--- src/hdl/cgs_pkg.sv ---
// ----------------------------------------------------------------------------
// cgs_pkg
// Shared types, widths and codes for the congruence sieve solver.
// ----------------------------------------------------------------------------
package cgs_pkg;

    // Bits of a modulus or offset that take part in the arithmetic
    localparam int MODULUS_BITS = 10;
    // Width of the modulus and offset fields on the input channel
    localparam int FIELD_W      = 10;
    localparam int MOD_W        = (MODULUS_BITS < FIELD_W) ? MODULUS_BITS : FIELD_W;

    // Running multiplier, step and timestamp width
    localparam int WORD_W = 64;
    localparam int HALF_W = WORD_W / 2;
    localparam int IDX_W  = $clog2(WORD_W);
    localparam int PROD_W = HALF_W + MOD_W;
    // step * m with room to see an overflow past WORD_W
    localparam int FULL_W = WORD_W + MOD_W + 1;

    // Result status codes
    localparam logic [1:0] ST_OK          = 2'd0;
    localparam logic [1:0] ST_NO_SOLUTION = 2'd1;
    localparam logic [1:0] ST_OVERFLOW    = 2'd2;

    // One congruence
    typedef struct packed {
        logic [FIELD_W-1:0] modulus;
        logic [FIELD_W-1:0] slot_offset;
        logic               last_item;
    } cgs_in_t;

    // One result
    typedef struct packed {
        logic [WORD_W-1:0] timestamp;
        logic [1:0]        status;
    } cgs_out_t;

    // Datapath operations
    typedef enum logic [3:0] {
        OP_NONE,
        OP_REDUCE,
        OP_MODMUL,
        OP_COMBINE,
        OP_SIEVE,
        OP_MUL_LO,
        OP_MUL_HI,
        OP_STEP_UPD,
        OP_TS_LO,
        OP_TS_HI,
        OP_TS_SUM,
        OP_TS_SUB
    } cgs_op_t;

    // Source of the emitted timestamp
    typedef enum logic [1:0] {
        TS_CALC,
        TS_ONE,
        TS_ZERO
    } cgs_ts_sel_t;

    typedef struct packed {
        logic             capture;
        logic             load_ref;
        cgs_op_t          op;
        logic [IDX_W-1:0] idx;
        logic             load_out;
        cgs_ts_sel_t      ts_sel;
        logic [1:0]       out_status;
    } cgs_cmd_t;

    typedef struct packed {
        logic in_last;
        logic in_m_zero;
        logic r_zero;
        logic t_eq_m;
        logic ovf;
    } cgs_sts_t;

endpackage

--- src/hdl/cgs_datapath.sv ---
// ----------------------------------------------------------------------------
// cgs_datapath
// Residue reduction, modular multiply, sieve loop, step update and
// final timestamp arithmetic, all driven by the controller.
// ----------------------------------------------------------------------------
module cgs_datapath
    import cgs_pkg::*;
(
    input  logic     clk,
    input  cgs_in_t  item,
    input  cgs_cmd_t cmd,
    output cgs_sts_t sts,
    output cgs_out_t result
);

    // v < 2m -> v mod m
    function automatic logic [MOD_W-1:0] red_once(input logic [MOD_W:0] v,
                                                  input logic [MOD_W-1:0] m);
        logic [MOD_W:0] mx;
        logic [MOD_W:0] diff;
        mx   = {1'b0, m};
        diff = v - mx;
        return (v >= mx) ? diff[MOD_W-1:0] : v[MOD_W-1:0];
    endfunction

    // v < 3m -> v mod m
    function automatic logic [MOD_W-1:0] red_twice(input logic [MOD_W+1:0] v,
                                                   input logic [MOD_W-1:0] m);
        logic [MOD_W+1:0] m1;
        logic [MOD_W+1:0] m2;
        logic [MOD_W+1:0] d1;
        logic [MOD_W+1:0] d2;
        m1 = {2'b00, m};
        m2 = {1'b0, m, 1'b0};
        d1 = v - m1;
        d2 = v - m2;
        if (v >= m2)
            return d2[MOD_W-1:0];
        else if (v >= m1)
            return d1[MOD_W-1:0];
        else
            return v[MOD_W-1:0];
    endfunction

    logic [MOD_W-1:0]  m_reg, o_reg, ref_m_reg, ref_o_reg;
    logic [WORD_W-1:0] mult_reg, step_reg, ts_reg;
    logic [MOD_W-1:0]  acc_mult_reg, acc_step_reg, acc_rm_reg, acc_o_reg, acc_ro_reg;
    logic [MOD_W-1:0]  p1_reg, p2_reg, r_reg, delta_reg, t_reg;
    logic [PROD_W-1:0] prod_lo_reg, prod_hi_reg;
    cgs_out_t          result_reg;

    logic [MOD_W-1:0]  in_m, in_o;
    logic [WORD_W-1:0] rm_ext, o_ext, ro_ext, rm_acc_ext;
    logic [HALF_W-1:0] mul_a;
    logic [MOD_W-1:0]  mul_b;
    logic [PROD_W-1:0] mul_p;
    logic [FULL_W-1:0] step_full;
    logic [MOD_W-1:0]  comb_s1, comb_s2;
    logic              mm_bit;

    assign in_m = item.modulus[MOD_W-1:0];
    assign in_o = item.slot_offset[MOD_W-1:0];

    assign rm_ext     = WORD_W'(ref_m_reg);
    assign o_ext      = WORD_W'(o_reg);
    assign ro_ext     = WORD_W'(ref_o_reg);
    assign rm_acc_ext = WORD_W'(acc_rm_reg);
    assign mm_bit     = rm_acc_ext[cmd.idx];

    // Shared 32 x MOD_W multiplier
    always_comb
    begin
        case (cmd.op)
            OP_MUL_LO: begin mul_a = step_reg[HALF_W-1:0];      mul_b = m_reg;     end
            OP_MUL_HI: begin mul_a = step_reg[WORD_W-1:HALF_W]; mul_b = m_reg;     end
            OP_TS_LO:  begin mul_a = mult_reg[HALF_W-1:0];      mul_b = ref_m_reg; end
            OP_TS_HI:  begin mul_a = mult_reg[WORD_W-1:HALF_W]; mul_b = ref_m_reg; end
            default:   begin mul_a = '0;                        mul_b = '0;        end
        endcase
    end
    assign mul_p = PROD_W'(mul_a) * PROD_W'(mul_b);

    // step * m assembled from the two partial products
    assign step_full = {1'b0, prod_hi_reg, {HALF_W{1'b0}}} + FULL_W'(prod_lo_reg);

    // Initial residue of the sieve
    assign comb_s1 = red_once({1'b0, p1_reg} + {1'b0, acc_o_reg}, m_reg);
    assign comb_s2 = red_once({1'b0, comb_s1} + {1'b0, m_reg} - {1'b0, acc_ro_reg}, m_reg);

    // Status to the controller
    assign sts.in_last   = item.last_item;
    assign sts.in_m_zero = (in_m == '0);
    assign sts.r_zero    = (r_reg == '0);
    assign sts.t_eq_m    = (t_reg == m_reg);
    assign sts.ovf       = |step_full[FULL_W-1:WORD_W];

    always_ff @(posedge clk)
    begin
        // Latch the transaction and clear the reduction accumulators
        if (cmd.capture)
        begin
            m_reg        <= in_m;
            o_reg        <= in_o;
            acc_mult_reg <= '0;
            acc_step_reg <= '0;
            acc_rm_reg   <= '0;
            acc_o_reg    <= '0;
            acc_ro_reg   <= '0;
            p1_reg       <= '0;
            p2_reg       <= '0;
        end
        if (cmd.load_ref)
        begin
            ref_m_reg <= in_m;
            ref_o_reg <= in_o;
            mult_reg  <= '0;
            step_reg  <= WORD_W'(1);
        end

        case (cmd.op)
            // One bit per cycle, MSB first
            OP_REDUCE:
            begin
                acc_mult_reg <= red_once({acc_mult_reg, mult_reg[cmd.idx]}, m_reg);
                acc_step_reg <= red_once({acc_step_reg, step_reg[cmd.idx]}, m_reg);
                acc_rm_reg   <= red_once({acc_rm_reg, rm_ext[cmd.idx]}, m_reg);
                acc_o_reg    <= red_once({acc_o_reg, o_ext[cmd.idx]}, m_reg);
                acc_ro_reg   <= red_once({acc_ro_reg, ro_ext[cmd.idx]}, m_reg);
            end
            // Shift-add modular multiply by the reduced reference modulus
            OP_MODMUL:
            begin
                p1_reg <= red_twice({1'b0, p1_reg, 1'b0}
                                    + {2'b00, (mm_bit ? acc_mult_reg : '0)}, m_reg);
                p2_reg <= red_twice({1'b0, p2_reg, 1'b0}
                                    + {2'b00, (mm_bit ? acc_step_reg : '0)}, m_reg);
            end
            OP_COMBINE:
            begin
                r_reg     <= comb_s2;
                delta_reg <= p2_reg;
                t_reg     <= '0;
            end
            // One trial per cycle
            OP_SIEVE:
            begin
                if (!sts.t_eq_m && !sts.r_zero)
                begin
                    mult_reg <= mult_reg + step_reg;
                    r_reg    <= red_once({1'b0, r_reg} + {1'b0, delta_reg}, m_reg);
                    t_reg    <= t_reg + MOD_W'(1);
                end
            end
            OP_MUL_LO, OP_TS_LO: prod_lo_reg <= mul_p;
            OP_MUL_HI, OP_TS_HI: prod_hi_reg <= mul_p;
            OP_STEP_UPD:
            begin
                if (!sts.ovf)
                    step_reg <= step_full[WORD_W-1:0];
            end
            OP_TS_SUM: ts_reg <= WORD_W'(prod_lo_reg) + {prod_hi_reg[HALF_W-1:0], {HALF_W{1'b0}}};
            OP_TS_SUB: ts_reg <= ts_reg - WORD_W'(ref_o_reg);
            default: ;
        endcase

        // Output register
        if (cmd.load_out)
        begin
            case (cmd.ts_sel)
                TS_ONE:  result_reg.timestamp <= WORD_W'(1);
                TS_ZERO: result_reg.timestamp <= '0;
                default: result_reg.timestamp <= ts_reg;
            endcase
            result_reg.status <= cmd.out_status;
        end
    end

    assign result = result_reg;

endmodule

--- src/hdl/cgs_ctrl.sv ---
// ----------------------------------------------------------------------------
// cgs_ctrl
// Sequencer for the sieve: set bookkeeping, phase counters, error
// tracking and the result valid flag.
// ----------------------------------------------------------------------------
module cgs_ctrl
    import cgs_pkg::*;
(
    input  logic     clk,
    input  logic     rst_n,
    input  logic     item_valid,
    output logic     item_ready,
    output logic     result_valid,
    input  logic     result_ready,
    input  cgs_sts_t sts,
    output cgs_cmd_t cmd
);

    typedef enum logic [3:0] {
        S_IDLE,
        S_REDUCE,
        S_MODMUL,
        S_COMBINE,
        S_SIEVE,
        S_MUL_LO,
        S_MUL_HI,
        S_STEP_UPD,
        S_TS_LO,
        S_TS_HI,
        S_TS_SUM,
        S_TS_SUB,
        S_EMIT
    } state_t;

    state_t           state_reg, state_next;
    logic [IDX_W-1:0] idx_reg, idx_next;
    logic             have_ref_reg, have_ref_next;
    logic             gt1_reg, gt1_next;
    logic             last_reg, last_next;
    logic [1:0]       err_reg, err_next;
    logic             out_valid_reg, out_valid_next;

    assign item_ready   = (state_reg == S_IDLE);
    assign result_valid = out_valid_reg;

    // Next state and datapath commands
    always_comb
    begin
        state_next     = state_reg;
        idx_next       = idx_reg;
        have_ref_next  = have_ref_reg;
        gt1_next       = gt1_reg;
        last_next      = last_reg;
        err_next       = err_reg;
        out_valid_next = out_valid_reg && !result_ready;

        cmd.capture    = 1'b0;
        cmd.load_ref   = 1'b0;
        cmd.op         = OP_NONE;
        cmd.idx        = idx_reg;
        cmd.load_out   = 1'b0;
        cmd.ts_sel     = TS_CALC;
        cmd.out_status = err_reg;

        unique case (state_reg)
            S_IDLE:
            begin
                if (item_valid)
                begin
                    cmd.capture = 1'b1;
                    last_next   = sts.in_last;
                    if (!have_ref_reg)
                    begin
                        // First congruence of a set becomes the reference
                        cmd.load_ref  = 1'b1;
                        have_ref_next = 1'b1;
                        gt1_next      = 1'b0;
                        err_next      = ST_OK;
                        state_next    = sts.in_last ? S_EMIT : S_IDLE;
                    end
                    else
                    begin
                        gt1_next = 1'b1;
                        if (err_reg != ST_OK)
                            state_next = sts.in_last ? S_EMIT : S_IDLE;
                        else if (sts.in_m_zero)
                        begin
                            err_next   = ST_NO_SOLUTION;
                            state_next = sts.in_last ? S_EMIT : S_IDLE;
                        end
                        else
                        begin
                            state_next = S_REDUCE;
                            idx_next   = IDX_W'(WORD_W - 1);
                        end
                    end
                end
            end
            S_REDUCE:
            begin
                cmd.op = OP_REDUCE;
                if (idx_reg == '0)
                begin
                    state_next = S_MODMUL;
                    idx_next   = IDX_W'(MOD_W - 1);
                end
                else
                    idx_next = idx_reg - IDX_W'(1);
            end
            S_MODMUL:
            begin
                cmd.op = OP_MODMUL;
                if (idx_reg == '0)
                    state_next = S_COMBINE;
                else
                    idx_next = idx_reg - IDX_W'(1);
            end
            S_COMBINE:
            begin
                cmd.op     = OP_COMBINE;
                state_next = S_SIEVE;
            end
            S_SIEVE:
            begin
                cmd.op = OP_SIEVE;
                if (sts.t_eq_m)
                begin
                    // Trials used up: moduli share a factor
                    err_next   = ST_NO_SOLUTION;
                    state_next = last_reg ? S_EMIT : S_IDLE;
                end
                else if (sts.r_zero)
                    state_next = S_MUL_LO;
            end
            S_MUL_LO:
            begin
                cmd.op     = OP_MUL_LO;
                state_next = S_MUL_HI;
            end
            S_MUL_HI:
            begin
                cmd.op     = OP_MUL_HI;
                state_next = S_STEP_UPD;
            end
            S_STEP_UPD:
            begin
                cmd.op = OP_STEP_UPD;
                if (sts.ovf)
                begin
                    err_next   = ST_OVERFLOW;
                    state_next = last_reg ? S_EMIT : S_IDLE;
                end
                else
                    state_next = last_reg ? S_TS_LO : S_IDLE;
            end
            S_TS_LO:
            begin
                cmd.op     = OP_TS_LO;
                state_next = S_TS_HI;
            end
            S_TS_HI:
            begin
                cmd.op     = OP_TS_HI;
                state_next = S_TS_SUM;
            end
            S_TS_SUM:
            begin
                cmd.op     = OP_TS_SUM;
                state_next = S_TS_SUB;
            end
            S_TS_SUB:
            begin
                cmd.op     = OP_TS_SUB;
                state_next = S_EMIT;
            end
            S_EMIT:
            begin
                if (!gt1_reg)
                    cmd.ts_sel = TS_ONE;
                else if (err_reg != ST_OK)
                    cmd.ts_sel = TS_ZERO;
                else
                    cmd.ts_sel = TS_CALC;
                // Wait for the output register to free up
                if (!out_valid_reg || result_ready)
                begin
                    cmd.load_out   = 1'b1;
                    out_valid_next = 1'b1;
                    have_ref_next  = 1'b0;
                    gt1_next       = 1'b0;
                    state_next     = S_IDLE;
                end
            end
            default: state_next = S_IDLE;
        endcase
    end

    // State and registered outputs
    always_ff @(posedge clk or negedge rst_n)
    begin
        if (!rst_n)
        begin
            state_reg     <= S_IDLE;
            idx_reg       <= '0;
            have_ref_reg  <= 1'b0;
            gt1_reg       <= 1'b0;
            last_reg      <= 1'b0;
            err_reg       <= ST_OK;
            out_valid_reg <= 1'b0;
        end
        else
        begin
            state_reg     <= state_next;
            idx_reg       <= idx_next;
            have_ref_reg  <= have_ref_next;
            gt1_reg       <= gt1_next;
            last_reg      <= last_next;
            err_reg       <= err_next;
            out_valid_reg <= out_valid_next;
        end
    end

    // A last congruence closes the input until its result is handled
    a_last_blocks_input: assert property (@(posedge clk) disable iff (!rst_n)
        (item_valid && item_ready && sts.in_last) |=> !item_ready)
        else $error("input accepted right after a last congruence");

    // A result appears only out of the emit state
    a_result_from_emit: assert property (@(posedge clk) disable iff (!rst_n)
        $rose(out_valid_reg) |-> $past(state_reg == S_EMIT))
        else $error("result valid raised outside emit");

    // The reduction sweep runs straight into the modular multiply
    a_reduce_flow: assert property (@(posedge clk) disable iff (!rst_n)
        (state_reg == S_REDUCE) |=> (state_reg == S_REDUCE || state_reg == S_MODMUL))
        else $error("reduction sweep left early");

    // Running out of trials always records no solution
    a_sieve_giveup: assert property (@(posedge clk) disable iff (!rst_n)
        (state_reg == S_SIEVE && sts.t_eq_m) |=> (err_reg == ST_NO_SOLUTION))
        else $error("sieve gave up without flagging no solution");

endmodule

--- src/hdl/congruence_sieve_solver.sv ---
// ----------------------------------------------------------------------------
// congruence_sieve_solver
// Earliest time meeting a set of congruences, by the sieve method.
// ----------------------------------------------------------------------------
// Usage:
//   The item channel takes one congruence per transaction (modulus,
//   slot_offset, last_item). The first transaction of a set is the
//   reference; last_item closes the set and yields one transaction on the
//   result channel (timestamp, status). Non-last items give no result.
//   A reference item is only latched as the reference. A later item goes
//   through acceptance, a bit-serial residue reduction over all 64
//   bits, a shift-add modular multiply over the MOD_W bits, a combine
//   step, the sieve loop (one 64-bit add per cycle, at most m trials)
//   and the step update (low and high partial products, then the sum) on
//   the shared 32 x MOD_W multiplier. A last item then adds the timestamp
//   multiply and subtract before the result is registered. Items are
//   handled one at a time; item_ready is high only while idle. Reset
//   (rst_n low, asynchronous) empties the output register and ends any
//   open set. A stalled receiver holds the result in the output register;
//   further items are still taken until the next result is ready to be
//   registered, and input then waits.
// ----------------------------------------------------------------------------
module congruence_sieve_solver
    import cgs_pkg::*;
(
    input  logic     clk,
    input  logic     rst_n,
    input  logic     item_valid,
    output logic     item_ready,
    input  cgs_in_t  item,
    output logic     result_valid,
    input  logic     result_ready,
    output cgs_out_t result
);

    cgs_cmd_t cmd;
    cgs_sts_t sts;

    // Sequencer
    cgs_ctrl u_ctrl (
        .clk          (clk),
        .rst_n        (rst_n),
        .item_valid   (item_valid),
        .item_ready   (item_ready),
        .result_valid (result_valid),
        .result_ready (result_ready),
        .sts          (sts),
        .cmd          (cmd)
    );

    // Arithmetic
    cgs_datapath u_datapath (
        .clk    (clk),
        .item   (item),
        .cmd    (cmd),
        .sts    (sts),
        .result (result)
    );

endmodule

--- config.mk ---
export PLATFORM = sky130hd
export DESIGN_NAME = congruence_sieve_solver
export DESIGN_NICKNAME = d
export VERILOG_FILES = /design/src/hdl/cgs_pkg.sv /design/src/hdl/cgs_datapath.sv /design/src/hdl/cgs_ctrl.sv /design/src/hdl/congruence_sieve_solver.sv
export SDC_FILE = /design/constraint.sdc
export NUM_CORES = 2
export LEC_CHECK = 0
export ABC_CLOCK_PERIOD_IN_PS = 21800
export BUFFER_PORTS_ARGS = -buffer_cell sky130_fd_sc_hd__buf_2
export CAP_MARGIN = 20
export CORE_MARGIN = 2
export CORE_UTILIZATION = 70
export DETAILED_ROUTE_END_ITERATION = 10
export PLACE_DENSITY = 0.95
export SLEW_MARGIN = 25
export SYNTH_ARGS = -nofsm -noshare
export SYNTH_HDL_FRONTEND = slang
export SYNTH_SLANG_ARGS = --single-unit
export TNS_END_PERCENT = 5
--- constraint.sdc ---
create_clock -name clk -period 21.8 [get_ports clk]
set_clock_uncertainty 0.1 [all_clocks]
set_input_delay 4.36 -clock clk [delete_from_list [all_inputs] [get_ports clk]]
set_output_delay 4.36 -clock clk [all_outputs]
set_load 0.005 [all_outputs]
* Yosys cells after proc, flatten, opt, wreduce, memory -nomap -nowiden
Index checks and enable logic that the tools add are counted.
Operators by class: magnitude comparators 13, equal/unequal tests 40, add/sub/neg operators 24, muxes and demuxes 92, $mul 1, reductions and logical operators 30
Operators by type and width (number):
- $mux W64 | 6
- $pmux W64 S2 | 2
- $mux W10 | 24
- $pmux W32 S4 | 1
- $sub A10 B10 Y10 | 12
- $ge A11 B10 Y1 | 8
- $add A74 B42 Y75 | 1
- $add A42 B64 Y64 | 1
- $add A64 B64 Y64 | 1
- $sub A64 B10 Y64 | 1
- $pmux W10 S2 | 3
- $mux W4 | 13
- $pmux W4 S13 | 1
- $pmux W4 S11 | 1
- $mul A32 B10 Y42 | 1
- $bmux W1 S6 | 6
- $eq A4 B4 Y1 const B | 9
- $mux W6 | 6
- $add A10 B10 Y11 | 3
- $eq A4 B3 Y1 const B | 8
- $add A11 B10 Y12 | 2
- $ge A12 B10 Y1 | 2
- $ge A12 B11 Y1 | 2
- $logic_not A10 Y1 | 2
- 32 further kinds | 84
Storage, ports and cells: register bits after elaboration 498, output and inout port bits 68

* Logic depth before layout (Yosys ltp)
word-level depth 8, depth in mapped cells 38

* By module
From an unflattened synthesis, not the netlist that was laid out.
Unflattened totals: cell total of the unflattened synthesis 4748, area total of the unflattened synthesis 44510.2 µm²
By module, submodules not included:
- cgs_datapath | times used 1, cells an instance 4619, seq. area each 13192.7 µm², area an instance 43415.4 µm²
- cgs_ctrl | times used 1, cells an instance 129, seq. area each 400.4 µm², area an instance 1094.8 µm²

* Least setup slack after synthesis
Ideal clock, no wire load.
path type register to register, from register u_datapath.m_reg[1], to register u_datapath.r_reg[0], data pin, setup time 0.260 ns, arrival 7.451 ns, cell stages (with the launch flop) 33, setup slack 13.989 ns, path buffers 2, path through edfxtp_1 > inv_1 > ha_1 > nor2b_1 > o21ai_0 > a21boi_0 > o21ai_0 > a21boi_0 > o21ai_0 > nand2b_1 > a31oi_1 > a21oi_1 > or2_2 > clkbuf_1 > mux2i_1 > fa_1 > fa_1 > a21o_1 > a21oi_1 > nor2b_1 > o21a_1 > nor2_1 > xnor2_1 > ha_1 > or3_1 > o21ai_0 > a21oi_1 > o211ai_1 > nand2_1 > a211oi_1 > clkbuf_1 > o21ai_0 > mux2_2
Between the ends: longest elaborated chain between the ends 7, elaborated cells on any way between the ends 12, those cells by class add/sub: 4; order compare: 3; mux: 5
RTL lines:
- start: declaration | line cgs_datapath.sv:45 | logic [MOD_W-1:0] m_reg, o_reg, ref_m_reg, ref_o_reg;
- start signal: assignment | line cgs_datapath.sv:102 | m_reg <= in_m;
- $ge A11 B10 Y1 or $sub A10 B10 Y10 (tied branches) | line cgs_datapath.sv:23, cgs_datapath.sv:22
- $mux W10 | line cgs_datapath.sv:23 | return (v >= mx) ? diff[MOD_W-1:0] : v[MOD_W-1:0];
- $add A10 B10 Y11 | line cgs_datapath.sv:88 | assign comb_s2 = red_once({1'b0, comb_s1} + {1'b0, m_reg} - {1'b0, acc_ro_reg}, m_reg);
- $sub A11 B10 Y11 | line cgs_datapath.sv:88
- $sub A10 B10 Y10 or $ge A11 B10 Y1 (tied branches) | line cgs_datapath.sv:22, cgs_datapath.sv:23
- $mux W10 | line cgs_datapath.sv:23
- $pmux W10 S2 (*) | line cgs_datapath.sv:120 | case (cmd.op)
- end signal: assignment | line cgs_datapath.sv:140 | r_reg <= comb_s2;
- end signal: assignment | line cgs_datapath.sv:150 | r_reg <= red_once({1'b0, r_reg} + {1'b0, delta_reg}, m_reg);
- end: declaration | line cgs_datapath.sv:48 | logic [MOD_W-1:0] p1_reg, p2_reg, r_reg, delta_reg, t_reg;
Mark *: on every way between the ends. The rest lies on a longest branch, timed or not. The select of a mux whose other input is x is not followed. A chain may end at the register's enable or synchronous reset.

* Worst setup path in the final report
from register u_datapath.acc_o_reg[0], to register u_datapath.r_reg[6], data pin
Between the ends: longest elaborated chain between the ends 8, elaborated cells on any way between the ends 10, those cells by class add/sub: 5; order compare: 2; mux: 3
RTL lines:
- start: declaration | line cgs_datapath.sv:47 | logic [MOD_W-1:0] acc_mult_reg, acc_step_reg, acc_rm_reg, acc_o_reg, acc_ro_reg;
- start signal: assignment | line cgs_datapath.sv:127 | acc_o_reg <= red_once({acc_o_reg, o_ext[cmd.idx]}, m_reg);
- $add A10 B10 Y11 (*) | line cgs_datapath.sv:87 | assign comb_s1 = red_once({1'b0, p1_reg} + {1'b0, acc_o_reg}, m_reg);
- $sub A10 B10 Y10 or $ge A11 B10 Y1 (tied branches) | line cgs_datapath.sv:22, cgs_datapath.sv:23
- $mux W10 (*) | line cgs_datapath.sv:23
- $add A10 B10 Y11 (*) | line cgs_datapath.sv:88
- $sub A11 B10 Y11 (*) | line cgs_datapath.sv:88
- $sub A10 B10 Y10 or $ge A11 B10 Y1 (tied branches) | line cgs_datapath.sv:22, cgs_datapath.sv:23
- $mux W10 (*) | line cgs_datapath.sv:23
- $pmux W10 S2 (*) | line cgs_datapath.sv:120
Mark *: on every way between the ends. The rest lies on a longest branch, timed or not.

==> flow_summary_export.csv <==
group,metric,value,unit
outcome,status,"finished clean",
detailed_routing,routed_wl,140000,µm
synthesis,yosysSeqAreaShare,0.314,
run,maxCapViolations,0,
floorplanning,start_util,0.704,
cts,root_buffer,"clkbuf_16",
worst_setup_path,worst_setup_path_start_kind,"flip-flop",
detailed_routing,postRouteAntennaNets,0,
floorplanning,dieArea,63800,µm²
timing,finalMaxSlewViolations,0,
synthesis,syn-num-nets,5262,
worst_setup_path,cp.arrival,8.93,ns
cts,cts_buffers,54,
synthesis,synth_top_area_frac,0.246,
floorplanning,num_io_pins,93,
finish,drive_above_1_share,0.0758,
worst_setup_path,crit_path_max_fanout,18,
synthesis,ys.warnings.count,0,
place,dp_hpwl,104000,µm
finish,final.fill_count,4098,
timing,fmax,115,MHz
cts,clk_latency,0.65,ns
worst_setup_path,cp_data_required_time,22.05,ns
floorplanning,die_h,253,µm
synthesis,synth.area.top_cells,"edfxtp_1 25%, fa_1 12%, ha_1 9.6%",
cts,cts_setup_buffers,0,
cts,clk_pin_slew,0.07,ns
timing,timing.final.hold_violations,0,
synthesis,synth-seq-cells,498,
floorplanning,rows,91,
finish,fin_util,0.756,
global_route,grt_pass1_wl,214000,µm
finish,largest_reg_flops,66,
timing,min_period,8.68,ns
detailed_routing,wl_per_cell,25.4,µm
global_route,antenna_found_initial,16,
global_route,grt_overflow,0,
worst_setup_path,crit_top_cell,"o21ai_0",
global_route,grt_pass1_vias,37200,
timing,fin_crit_sh,0.398,
cts,ctsHoldBuffers,0,
place,numPortBuffers,92,
cts,htreeDepth,2,
synthesis,synthArstFlopShare,0.0321,
worst_setup_path,cpMaxStageDelayCell,"a211oi_2",
detailed_routing,drt-initial-drc-count,4930,
worst_setup_path,critical_path_class,"flip-flop to flip-flop",
global_route,grt_max_degree,89,
timing,setup_violations,0,
detailed_routing,vias_per_cell,6.89,
synthesis,netlist_area,43200,µm²
synthesis,synth_edf_count,354,
timing,rsz0062_at_grt,"no",
min_path,hp-class,"flip-flop to flip-flop",
synthesis,yosysUniqueCellTypes,80,
cts,post_cts_resized,0,
worst_setup_path,cp-end-kind,"flip-flop",
timing,tns,0,ns
worst_setup_path,slowest_delay,0.87,ns
floorplanning,dieWidth,253,µm
timing,relSlewSlack,0.154,
floorplanning,core_area,61400,µm²
synthesis,synth_area_leader_cell,"edfxtp_1",
cts,cts_buffer_depth,3,
synthesis,syn_avg_cell_area,9.32,µm²
timing,tightest_slew,1.26,ns
timing,hold_slack,0.374,ns
cts,cts_num_sinks,498,
finish,num-nets-final,5261,
cts,cts_tree,"yes",
synthesis,synthCells,4637,
synthesis,synth_top_flop_cell,"edfxtp_1",
finish,area_growth,7.36,%
global_route,grtUsageTotal,0.439,
place,gp_congestion,1.05,
detailed_routing,drcViolationCount,0,
detailed_routing,via_count,37800,
detailed_routing,drtPass1Iterations,8,
[cell usage after synthesis, types with 55 or more instances]
master	instances
dfxtp_1	128
edfxtp_1	354
ha_1	333
inv_1	390
nand3_1	226
and2_1	95
nor3_1	55
a21oi_1	285
xor2_1	130
a21o_1	128
clkbuf_1	157
fa_1	267
nor2_1	385
xnor2_1	181
nand2_1	469
o21ai_0	256
a22oi_1	75
nand4_1	55
[cells in the final DEF (no fill, tap or decap), types with 15 or more instances in the layout]
cell and instances:
nand4_1 55, nor4_1 18, xor2_1 129, o21a_1 17
nor2_1 377, or2_2 15, o21bai_1 35, nand2b_1 49
xnor2_1 181, a21o_1 128, mux2_2 16, nor2b_1 53
clkbuf_16 60, o31ai_1 18, and2_1 94, nand2_1 467
inv_1 390, nor3_1 52, o21ai_0 255, and3_1 41
mux4_2 50, buf_2 92, nand3_1 225, edfxtp_1 354
dfxtp_1 128, ha_1 333, diode_2 16, buf_4 43
a21boi_0 20, a21oi_1 285, fa_1 267, a22oi_1 75
or3_1 15, a211oi_1 23, a31oi_1 31, mux2i_1 52
[final timing paths]
path                                    startpoint                       to  slack (ns)  cells after the start
setup / recovery           u_datapath.acc_o_reg[0]      u_datapath.r_reg[6]       13.12                     35
hold / removal                u_datapath.p2_reg[6]  u_datapath.delta_reg[6]        0.37                      0
setup reg to reg           u_datapath.acc_o_reg[0]      u_datapath.r_reg[6]       13.12                     35
hold reg to reg               u_datapath.p2_reg[6]  u_datapath.delta_reg[6]        0.37                      0
max in group asynchronous                    rst_n        u_ctrl.idx_reg[1]       17.69                      1
min in group asynchronous                    rst_n        u_ctrl.idx_reg[2]        3.58                      1
[critical path: cells and delay by family (launching register included)]
kind                       cells  cell delay (ns)
AOI/OAI and AO/OA             16             3.44
buffers and inverters          1             0.06
xor gates and xnor gates       2             0.31
and+or+nand+nor                8             1.30
muxes                          2             0.65
adders and majority gates      6             2.16
DFF                            1             0.40
[cells by family after synthesis]
logic type / share of synthesized area
AO/OA/AOI/OAI: 0.144
flip-flops: 0.314
AND/OR/NAND/NOR: 0.165
XOR/XNOR: 0.0630
multiplexers: 0.0423
buffers and inverters: 0.0508
adder cells (fa/ha/maj): 0.220
[routing by layer]
layer	part of all wire	GRT usage
met5	0.00041	0
met4	0.087	0.312
met3	0.12	0.0925
met2	0.45	0.692
met1	0.34	0.539
[final cells by class]
class	count	area, µm²	share of cell area
inverter	391	1470	0.0316
timing repair buffer	135	783	0.0169
antenna	16	40.0	0.000863
clock inverter	31	374	0.00806
clock buffer	71	1570	0.0339
multi-input combinational	3556	27600	0.595
sequential	498	13600	0.293
tap	790	988	0.0213
[per-stage QoR]
| step | area [µm²] | setup WS, ns | std cells |
|---|---|---|---|
| after floorplan | 43200 | 13.99 | 4637 |
| after global placement | 44400 | 13.14 | 5370 |
| after detailed placement | 44400 | 13.11 | 5370 |
| after CTS | 46300 | 13.04 | 5472 |
| after global routing | 46400 | 12.40 | 5473 |
| final | 46400 | 13.12 | 5488 |
Power is left out: the tool's default activity adds up to more than one toggle a clock period on the data nets, which glitch-free logic cannot reach.
